### src/balpm_pkg.sv
// ----------------------------------------------------------------------------
// balpm_pkg
// Types and constants shared by the bus activity low-power manager.
// ----------------------------------------------------------------------------
`default_nettype none

package balpm_pkg;

	localparam int unsigned RATE_WINDOW_MS  = 1000;
	localparam int unsigned STANDALONE_RATE = 50;
	localparam int unsigned RATE_MAX        = 65535;

	localparam int unsigned IN_TDATA_W  = 168;
	localparam int unsigned OUT_TDATA_W = 40;
	localparam int unsigned CFG_INDEX_W = 3;
	localparam int unsigned CFG_DATA_W  = 32;

	typedef enum logic [CFG_INDEX_W-1:0] {
		CFG_STANDALONE_MODE     = 3'd0,
		CFG_WAKE_RATE_THRESHOLD = 3'd1,
		CFG_WATCH_TIME_MS       = 3'd2,
		CFG_HEALTH_TIMEOUT_MS   = 3'd3,
		CFG_AGGRESSIVE_SLEEP    = 3'd4
	} cfg_index_t;

	// last field in the lowest bits
	typedef struct packed {
		logic [1:0]  pad;
		logic        wake_edge;
		logic        radio_off;
		logic [3:0]  client_count;
		logic [31:0] drive_last_rx_ms;
		logic [31:0] chassis_last_rx_ms;
		logic [31:0] drive_frame_count;
		logic [31:0] chassis_frame_count;
		logic [31:0] now_ms;
	} tick_t;

	typedef struct packed {
		logic [1:0]  pad;
		logic        restart_radio;
		logic        tasks_parked;
		logic        transceiver_standby;
		logic        low_power;
		logic [15:0] drive_rate;
		logic [15:0] chassis_rate;
		logic        drive_bus_ok;
		logic        chassis_bus_ok;
	} status_t;

endpackage

`default_nettype wire

### src/bus_activity_low_power_manager_unit.sv
// ----------------------------------------------------------------------------
// bus_activity_low_power_manager_unit
// Bus health, frame rates and watching/sleeping power control per service tick.
// ----------------------------------------------------------------------------
// One service tick is taken per clock cycle while the result is not stalled,
// and its status reaches m_tdata through the input register, which takes the
// tick on acceptance, and then the result register, which takes its status.
// The rate rests on the single state update loop: every tick reads and
// writes the sleep state, idle timer and rate snapshots in one update.
// Ticks may be presented back to back; a stalled result holds one tick in
// the input register before s_tready drops. Configuration writes are taken
// at once (cfg_ready is high) and should only be made with no tick in flight.
`default_nettype none

module bus_activity_low_power_manager_unit (
	input  wire                                     clk,
	input  wire                                     arst_n,
	// cfg_index selects the register, cfg_data holds its new value
	input  wire                                     cfg_valid,
	output logic                                    cfg_ready,
	input  wire  [balpm_pkg::CFG_INDEX_W-1:0]       cfg_index,
	input  wire  [balpm_pkg::CFG_DATA_W-1:0]        cfg_data,
	input  wire                                     s_tvalid,
	output logic                                    s_tready,
	// now_ms, chassis_frame_count, drive_frame_count, chassis_last_rx_ms,
	// drive_last_rx_ms, client_count, radio_off, wake_edge, 2 bits zero
	input  wire  [balpm_pkg::IN_TDATA_W-1:0]        s_tdata,
	output logic                                    m_tvalid,
	input  wire                                     m_tready,
	// chassis_bus_ok, drive_bus_ok, chassis_rate, drive_rate, low_power,
	// transceiver_standby, tasks_parked, restart_radio, 2 bits zero
	output logic [balpm_pkg::OUT_TDATA_W-1:0]       m_tdata
);
	import balpm_pkg::*;

	// configuration
	logic        standalone_mode_q;
	logic [15:0] wake_rate_threshold_q;
	logic [31:0] watch_time_ms_q;
	logic [31:0] health_timeout_ms_q;
	logic        aggressive_sleep_q;

	// state
	logic        sleeping_q;
	logic [31:0] idle_since_ms_q;
	logic [31:0] last_rate_check_ms_q;
	logic [31:0] chassis_snapshot_q;
	logic [31:0] drive_snapshot_q;
	logic [15:0] chassis_fps_q;
	logic [15:0] drive_fps_q;
	logic        standby_q;
	logic        wake_pending_q;
	logic        parked_q;

	// pipeline
	logic        valid_s1;
	tick_t       tick_s1;
	logic        out_valid_q;
	status_t     out_data_q;
	logic        advance;

	// next-state values
	logic        window_due;
	logic [31:0] chassis_diff, drive_diff;
	logic [15:0] chassis_fps_n, drive_fps_n;
	logic        no_clients, active, idle_elapsed;
	logic        sleeping_n, standby_n, wake_pending_n, parked_n, restart_n;
	logic [31:0] idle_since_n;
	status_t     status_n;

	assign cfg_ready = 1'b1;

	always_ff @(posedge clk or negedge arst_n) begin
		if (!arst_n) begin
			standalone_mode_q     <= 1'b0;
			wake_rate_threshold_q <= 16'd50;
			watch_time_ms_q       <= 32'd60000;
			health_timeout_ms_q   <= 32'd1000;
			aggressive_sleep_q    <= 1'b0;
		end else if (cfg_valid && cfg_ready) begin
			unique case (cfg_index_t'(cfg_index))
				CFG_STANDALONE_MODE:     standalone_mode_q     <= cfg_data[0];
				CFG_WAKE_RATE_THRESHOLD: wake_rate_threshold_q <= cfg_data[15:0];
				CFG_WATCH_TIME_MS:       watch_time_ms_q       <= cfg_data;
				CFG_HEALTH_TIMEOUT_MS:   health_timeout_ms_q   <= cfg_data;
				CFG_AGGRESSIVE_SLEEP:    aggressive_sleep_q    <= cfg_data[0];
				default: ;
			endcase
		end
	end

	assign advance  = valid_s1 && (!out_valid_q || m_tready);
	assign s_tready = !valid_s1 || advance;
	assign m_tvalid = out_valid_q;
	assign m_tdata  = out_data_q;

	always_ff @(posedge clk or negedge arst_n) begin
		if (!arst_n) begin
			valid_s1 <= 1'b0;
		end else if (s_tready) begin
			valid_s1 <= s_tvalid;
		end
	end

	always_ff @(posedge clk) begin
		if (s_tvalid && s_tready) begin
			tick_s1 <= tick_t'(s_tdata);
		end
	end

	always_ff @(posedge clk or negedge arst_n) begin
		if (!arst_n) begin
			out_valid_q <= 1'b0;
		end else if (advance) begin
			out_valid_q <= 1'b1;
		end else if (m_tready) begin
			out_valid_q <= 1'b0;
		end
	end

	always_ff @(posedge clk) begin
		if (advance) begin
			out_data_q <= status_n;
		end
	end

	// rate window: candidates are worked out in parallel with the old values
	assign window_due   = (tick_s1.now_ms - last_rate_check_ms_q) >= 32'(RATE_WINDOW_MS);
	assign chassis_diff = tick_s1.chassis_frame_count - chassis_snapshot_q;
	assign drive_diff   = tick_s1.drive_frame_count - drive_snapshot_q;

	always_comb begin
		chassis_fps_n = chassis_fps_q;
		drive_fps_n   = drive_fps_q;
		if (window_due) begin
			chassis_fps_n = (chassis_diff > 32'(RATE_MAX)) ? 16'(RATE_MAX) : chassis_diff[15:0];
			drive_fps_n   = (drive_diff > 32'(RATE_MAX)) ? 16'(RATE_MAX) : drive_diff[15:0];
		end
	end

	assign no_clients = (tick_s1.client_count == 4'd0) && !tick_s1.radio_off;
	assign active     = standalone_mode_q ? (drive_fps_n >= 16'(STANDALONE_RATE))
	                                      : (chassis_fps_n >= wake_rate_threshold_q);
	// a timer started on this tick has seen zero time
	assign idle_elapsed = (idle_since_ms_q == 32'd0) ? (watch_time_ms_q == 32'd0)
	                    : ((tick_s1.now_ms - idle_since_ms_q) >= watch_time_ms_q);

	always_comb begin
		sleeping_n     = sleeping_q;
		idle_since_n   = idle_since_ms_q;
		standby_n      = standby_q;
		parked_n       = parked_q;
		restart_n      = 1'b0;
		wake_pending_n = wake_pending_q || (standby_q && tick_s1.wake_edge);

		if (!sleeping_q) begin
			if (no_clients && !active) begin
				if (idle_since_ms_q == 32'd0) begin
					idle_since_n = tick_s1.now_ms;
				end
				if (idle_elapsed) begin
					sleeping_n = 1'b1;
					if (aggressive_sleep_q) begin
						if (!standby_q) begin
							standby_n      = 1'b1;
							wake_pending_n = 1'b0;
						end
						parked_n = 1'b1;
					end
				end
			end else begin
				idle_since_n = 32'd0;
			end
		end else begin
			if (aggressive_sleep_q) begin
				if (standby_q && wake_pending_n) begin
					standby_n      = 1'b0;
					wake_pending_n = 1'b0;
				end
			end else if (standby_q) begin
				standby_n      = 1'b0;
				wake_pending_n = 1'b0;
				parked_n       = 1'b0;
			end
			if (active) begin
				if (standby_n) begin
					standby_n      = 1'b0;
					wake_pending_n = 1'b0;
				end
				parked_n     = 1'b0;
				idle_since_n = 32'd0;
				sleeping_n   = 1'b0;
				restart_n    = 1'b1;
			end
		end
	end

	always_comb begin
		status_n                     = '0;
		status_n.chassis_bus_ok      = (tick_s1.chassis_last_rx_ms != 32'd0) &&
			((tick_s1.now_ms - tick_s1.chassis_last_rx_ms) <= health_timeout_ms_q);
		status_n.drive_bus_ok        = (tick_s1.drive_last_rx_ms != 32'd0) &&
			((tick_s1.now_ms - tick_s1.drive_last_rx_ms) <= health_timeout_ms_q);
		status_n.chassis_rate        = chassis_fps_n;
		status_n.drive_rate          = drive_fps_n;
		status_n.low_power           = sleeping_n;
		status_n.transceiver_standby = standby_n;
		status_n.tasks_parked        = parked_n;
		status_n.restart_radio       = restart_n;
	end

	always_ff @(posedge clk or negedge arst_n) begin
		if (!arst_n) begin
			sleeping_q           <= 1'b0;
			idle_since_ms_q      <= '0;
			last_rate_check_ms_q <= '0;
			chassis_snapshot_q   <= '0;
			drive_snapshot_q     <= '0;
			chassis_fps_q        <= '0;
			drive_fps_q          <= '0;
			standby_q            <= 1'b0;
			wake_pending_q       <= 1'b0;
			parked_q             <= 1'b0;
		end else if (advance) begin
			sleeping_q      <= sleeping_n;
			idle_since_ms_q <= idle_since_n;
			chassis_fps_q   <= chassis_fps_n;
			drive_fps_q     <= drive_fps_n;
			standby_q       <= standby_n;
			wake_pending_q  <= wake_pending_n;
			parked_q        <= parked_n;
			if (window_due) begin
				last_rate_check_ms_q <= tick_s1.now_ms;
				chassis_snapshot_q   <= tick_s1.chassis_frame_count;
				drive_snapshot_q     <= tick_s1.drive_frame_count;
			end
		end
	end

endmodule

`default_nettype wire

### config.mk
export PLATFORM = sky130hd
export DESIGN_NAME = bus_activity_low_power_manager_unit
export DESIGN_NICKNAME = d
export VERILOG_FILES = /design/src/balpm_pkg.sv /design/src/bus_activity_low_power_manager_unit.sv
export SDC_FILE = /design/constraint.sdc
export NUM_CORES = 1
export LEC_CHECK = 0
export ABC_AREA = 1
export BUFFER_PORTS_ARGS = -buffer_cell sky130_fd_sc_hd__clkbuf_2
export CAP_MARGIN = 5
export CORE_MARGIN = 2
export CORE_UTILIZATION = 64
export DETAILED_ROUTE_END_ITERATION = 8
export PLACE_DENSITY_LB_ADDON = 0.05
export SYNTH_ARGS = -nofsm -noshare
export SYNTH_HDL_FRONTEND = slang
export SYNTH_SLANG_ARGS = --single-unit
export TNS_END_PERCENT = 20
### constraint.sdc
create_clock -name clk -period 13.3 [get_ports clk]
set_input_delay 2.66 -clock clk [delete_from_list [all_inputs] [get_ports clk]]
set_output_delay 2.66 -clock clk [all_outputs]
set_load 0.05 [all_outputs]
======== Word level (Yosys, flattened, before mapping) ========
Index checks and enable logic that the tools add are counted.
cells by class
  add/sub/neg operators ................... 6
  $lt $le $gt $ge ......................... 8
  equal/unequal tests ..................... 6
  multiplexer cells ....................... 42
  reduce and logical (&&, ||, !) cells .... 29
operator list
  cell                    number
  $sub A32 B32 Y32        6
  $mux W32                4
  $gt A32 B16 Y1 const B  2
  $le A32 B32 Y1          2
  $logic_not A32 Y1       2
  $mux W16                4
  $reduce_bool A32 Y1     2
  $mux W1                 34
  $ge A32 B10 Y1 const B  1
  $ge A32 B32 Y1          1
  $ge A16 B16 Y1          1
  $ge A16 B6 Y1 const B   1
  $reduce_and A2 Y1       6
  $logic_and A1 B1 Y1     8
  $eq A3 B2 Y1 const B    2
  $logic_not A1 Y1        4
  $logic_not A4 Y1        1
  $eq A3 B1 Y1 const B    1
  $eq A3 B3 Y1 const B    1
  $logic_not A3 Y1        1
  $logic_or A1 B1 Y1      3
  $ne A3 B3 Y1 const B    1
  $reduce_and A3 Y1       1
  $ne A2 B1 Y1 const B    1
  $reduce_bool A2 Y1      1
word-level totals
  register bits after elaboration ......... 452
  output and inout port bits .............. 43
  logic and storage cells ................. 124

======== Logic depth before layout (Yosys ltp) ========
  word-level depth ........................ 10
  mapped depth ............................ 39
  depth with buffers taken out ............ 39

======== Worst setup path after synthesis ========
No wires, ideal clock.
  kind .................................... input -> register
  start ................................... in m_tready
  end ..................................... reg tick_s1[0] (netlist bit), enable pin
  data arrival time ....................... 6453 ps
  slack ................................... 6329 ps
  stages .................................. 4
  path through ............................ inv_1 nand3_1 nand2_1 inv_1
between the ends
  longest elaborated chain between the ends .. 4
ends and longest elaborated chain
  what                    line                                        source
  start: declaration      bus_activity_low_power_manager_unit.sv:29   input wire m_tready,
  $logic_or A1 B1 Y1      bus_activity_low_power_manager_unit.sv:92   assign advance = valid_s1 && (!out_valid_q || m_tready);
  $logic_and A1 B1 Y1     bus_activity_low_power_manager_unit.sv:92
  $logic_or A1 B1 Y1      bus_activity_low_power_manager_unit.sv:93   assign s_tready = !valid_s1 || advance;
  named net s_tready      bus_activity_low_power_manager_unit.sv:24   output logic s_tready,
  $logic_and A1 B1 Y1     bus_activity_low_power_manager_unit.sv:106  if (s_tvalid && s_tready) begin
  end signal: assignment  bus_activity_low_power_manager_unit.sv:107  tick_s1 <= tick_t'(s_tdata);
  end: declaration        bus_activity_low_power_manager_unit.sv:57   tick_t tick_s1;
The timed path passes the listed nets, and every way through them passes these cells.
A chain may end at the register's enable or synchronous reset.

======== Worst setup path after layout ========
  start ................................... reg tick_s1[34] (netlist bit)
  end ..................................... reg idle_since_ms_q[22]
between the ends
  longest elaborated chain between the ends .. 10
  elaborated cells between the ends (all ways) .. 13
  those cells by class .................... add/sub: 1; order compare: 2; eq/ne: 2; mux: 5; reduce/logical: 3
ends and longest elaborated chain
  what                                                                   line                                        source
  $sub A32 B32 Y32 *                                                     bus_activity_low_power_manager_unit.sv:129  assign chassis_diff = tick_s1.chassis_frame_count - chassis_snapshot_q;
  $gt A32 B16 Y1                                                         bus_activity_low_power_manager_unit.sv:136  chassis_fps_n = (chassis_diff > 32'(RATE_MAX)) ? 16'(RATE_MAX) : chassis_diff[15:0];
  $mux W16 *                                                             bus_activity_low_power_manager_unit.sv:136
  $mux W16 *                                                             bus_activity_low_power_manager_unit.sv:135  if (window_due) begin
  named net chassis_fps_n[7]                                             bus_activity_low_power_manager_unit.sv:65   logic [15:0] chassis_fps_n, drive_fps_n;
  $ge A16 B16 Y1 *                                                       bus_activity_low_power_manager_unit.sv:143  : (chassis_fps_n >= wake_rate_threshold_q);
  $mux W1 *                                                              bus_activity_low_power_manager_unit.sv:142  assign active = standalone_mode_q ? (drive_fps_n >= 16'(STANDALONE_RATE))
  $logic_not A1 Y1                                                       bus_activity_low_power_manager_unit.sv:157  if (no_clients && !active) begin
  $logic_and A1 B1 Y1                                                    bus_activity_low_power_manager_unit.sv:157
  $ne A3 B3 Y1 (no source line) / $mux W32 (equally long branches)       -
  $reduce_and A3 Y1 (no source line) / $mux W32 (equally long branches)  -
  end signal: assignment                                                 bus_activity_low_power_manager_unit.sv:226  idle_since_ms_q <= idle_since_n;
  end: declaration                                                       bus_activity_low_power_manager_unit.sv:45   logic [31:0] idle_since_ms_q;
The timed path passes the listed nets; every way through them passes the cells marked *.

==> impl_metrics.ini <==
[outcome]
outcome = completed

[yosys]
async_flop_share = 0.549
synth_area_um2 = 30600
yosysMostFrequentCell = nand2_1
ys_seq_elements = 452
yosysTopAreaCellShare = 0.200
synth_top_area_cell = edfxtp_1
synth_cell_types = 61
synth-edff-count = 204
yosysWarnings = 0
seq_area_frac_synth = 0.404
synth_area_leaders = edfxtp_1 (20%), dfrtp_1 (19%), nand2_1 (13%)
synthFlopType = dfrtp_1
ys_top_cells_by_count = nand2_1 (1045), inv_1 (658), ha_1 (298)
syn_inst = 3900
avgSynthCellArea_um2 = 7.84

[worst_setup_path]
crit_path_frequent_cell = nand2_1
cp.arrival_ns = 7.86
r2r_cells = 29
crit_path_end = idle_since_ms_q[22]
cp-startpoint = tick_s1[34]
crit_type = flop to flop
timing.rr.start = tick_s1[34]
cp_max_fo = 33
cp_slowest_stage_delay_ns = 0.92
crit_path_top_delay_cell = or2_1
start_kind = flop
ff2ff_setup_slack_ns = 5.91
critPathCaptureType = flop
critPathRequiredTime_ns = 13.77
regToRegEndpoint = idle_since_ms_q[22]

[power]
p_leak_nw = 17.1
max-vdd-ir-drop_mv = 0.129
powerDensity_nw_per_um2 = 152

[placement]
port_buffers = 245
hpwl_um = 59600
dp.cells = 4698
dp_slack_ns = 6.14
gp_congestion = 0.949

[timing]
fin_crit_sh = 0.556
tightest_slew_ns = 1.20
rsz0062_at_grt = false
fin_skew_ns = 0.0211
whs_ns = 0.475
max_freq_mhz = 135
final_hold_viol_count = 0
setup_viol = 0
slew_viol_final = 0
layout_setup_ws_ns = 5.91
final.setup.tns_ns = 0
post-route-min-period_ns = 7.39
slew_headroom = 0.203

[grt]
grt_antenna_before_repair = 2
grt_pass1_vias = 24500
gr-total-overflow = 0
grt_use_total = 0.315
grt_pass1_wl_um = 125000
grt_max_degree = 156

[clock_network]
clockBufferDepth = 3
cts-root-buf = clkbuf_16
cts_tree = done
clkSlewWorstSetupHoldPaths_ns = 0.06
clock_sinks = 452
cts_setup_buffers = 0
clk_latency_ns = 0.60
cts_resized = 0
hold_buffers = 0
cts_buffers = 48
h-tree-depth = 2

[finish]
fin_nets = 4645
utilization = 0.716
drive_gt1_frac = 0.0975
syn_to_final_growth_pct = 11.1
final_cells = 4790

[drt]
vias = 26200
drtAntennaViolNets = 0
routed_wl_um = 77600
firstDrtPassIters = 8
via_per_inst = 5.47
remaining_drc_errors = 0
drtIter0Drc = 2284
wl_per_cell_um = 16.2

[die]
core-area_um2 = 47400
die_w_um = 223
io_pins = 251
die-area_um2 = 49500
fp-row-count = 80
initial_core_util = 0.644
fp.dieH_um = 223

[hold_path]
hold_class = flop to flop

[flow_run]
maxCapViolCount = 0
## sequential cells by signal (all words and copies together), names as in the netlist, 16 cells and up
name	flops
chassis_fps_q	16
last_rate_check_ms_q	32
drive_snapshot_q	32
tick_s1	166
idle_since_ms_q	32
drive_fps_q	16
health_timeout_ms_q	32
wake_rate_threshold_q	16
m_tdata	38
chassis_snapshot_q	32
watch_time_ms_q	32
## worst max-delay path, delay by kind of cell (launching register included)
kind / cells / cell delay (ns)
AO/OA/AOI/OAI: 12 / 2.75
XOR/XNOR: 1 / 0.18
adder cells (fa/ha/maj): 2 / 0.70
flip-flops: 1 / 0.39
AND/OR/NAND/NOR: 14 / 3.23
## per-stage QoR
stage | instance area [um^2] | total power, mW
final | 34000 | 5.17
after floorplan | 30600 | 3.28
after global placement | 32300 | 3.72
after detailed placement | 32300 | 3.77
after global routing | 34000 | 5.55
after CTS | 34000 | 5.17
## cell families after synthesis
logic type               Yosys count  synth area share
flip-flops                       452             0.404
buffers and inverters            747            0.0944
other                              2          0.000246
adder cells (fa/ha/maj)          304             0.126
AND/OR/NAND/NOR                 1618             0.222
AO/OA/AOI/OAI                    640             0.114
XOR/XNOR                         137            0.0392
## cell type report
type | count | area, um^2
Clock buffer | 68 | 1400
Clock inverter | 22 | 230
Tap cell | 615 | 769
Antenna cell | 2 | 5.00
Multi-Input combinational cell | 2702 | 15300
Sequential cell | 452 | 12400
Inverter | 675 | 2540
Timing Repair Buffer | 254 | 1320
Fill cell | 3955 | 13500
## how the worst min path moves through the flow
| stage | endpoint | startpoint | slack (ns) | cells after the start |
|---|---|---|---|---|
| 6_report | chassis_fps_q[15] | chassis_fps_q[15] | 0.48 | 1 |
| 5_1_grt | chassis_fps_q[15] | chassis_fps_q[15] | 0.50 | 1 |
| 4_1_cts | chassis_fps_q[15] | chassis_fps_q[15] | 0.48 | 1 |
| 3_5_place_dp | idle_since_ms_q[12] | idle_since_ms_q[12] | 0.46 | 2 |
| 3_3_place_gp | idle_since_ms_q[14] | idle_since_ms_q[14] | 0.45 | 2 |
| 2_1_floorplan | idle_since_ms_q[11] | idle_since_ms_q[11] | 0.44 | 2 |
## layout by cell type, fill, tap and decap left out, drive strengths merged, types with 4 or more instances in the layout
master and n:
a211oi 10, a21boi 15, a21o 6, a21oi 245
a31oi 26, and2 6, buf 10, bufinv 4
clkbuf 312, clkinv 14, dfrtp 232, dfstp 16
edfxtp 204, fa 6, ha 298, inv 678
nand2 1053, nand3 126, nand3b 14, nand4 96
nor2 256, nor3 30, nor4 29, o2111ai 4
o211ai 9, o21a 5, o21ai 287, o21bai 13
o221ai 4, or2 5, xnor2 37, xor2 100
## routing by layer
metal	GRT usage	routed length [um]
met5	0	0
met4	0.106	2550
met3	0.0374	5210
met2	0.496	34000
met1	0.455	35800
## power by group
group          internal [mW]  switching (mW)  leakage (nW)  total, mW
logic                  0.703            1.31          11.4       2.01
registers               1.66           0.110          4.88       1.77
clock network          0.817           0.567         0.808       1.38
total                   3.18            1.98          17.1       5.17
Note: power is estimated with default switching activity, not from simulation.
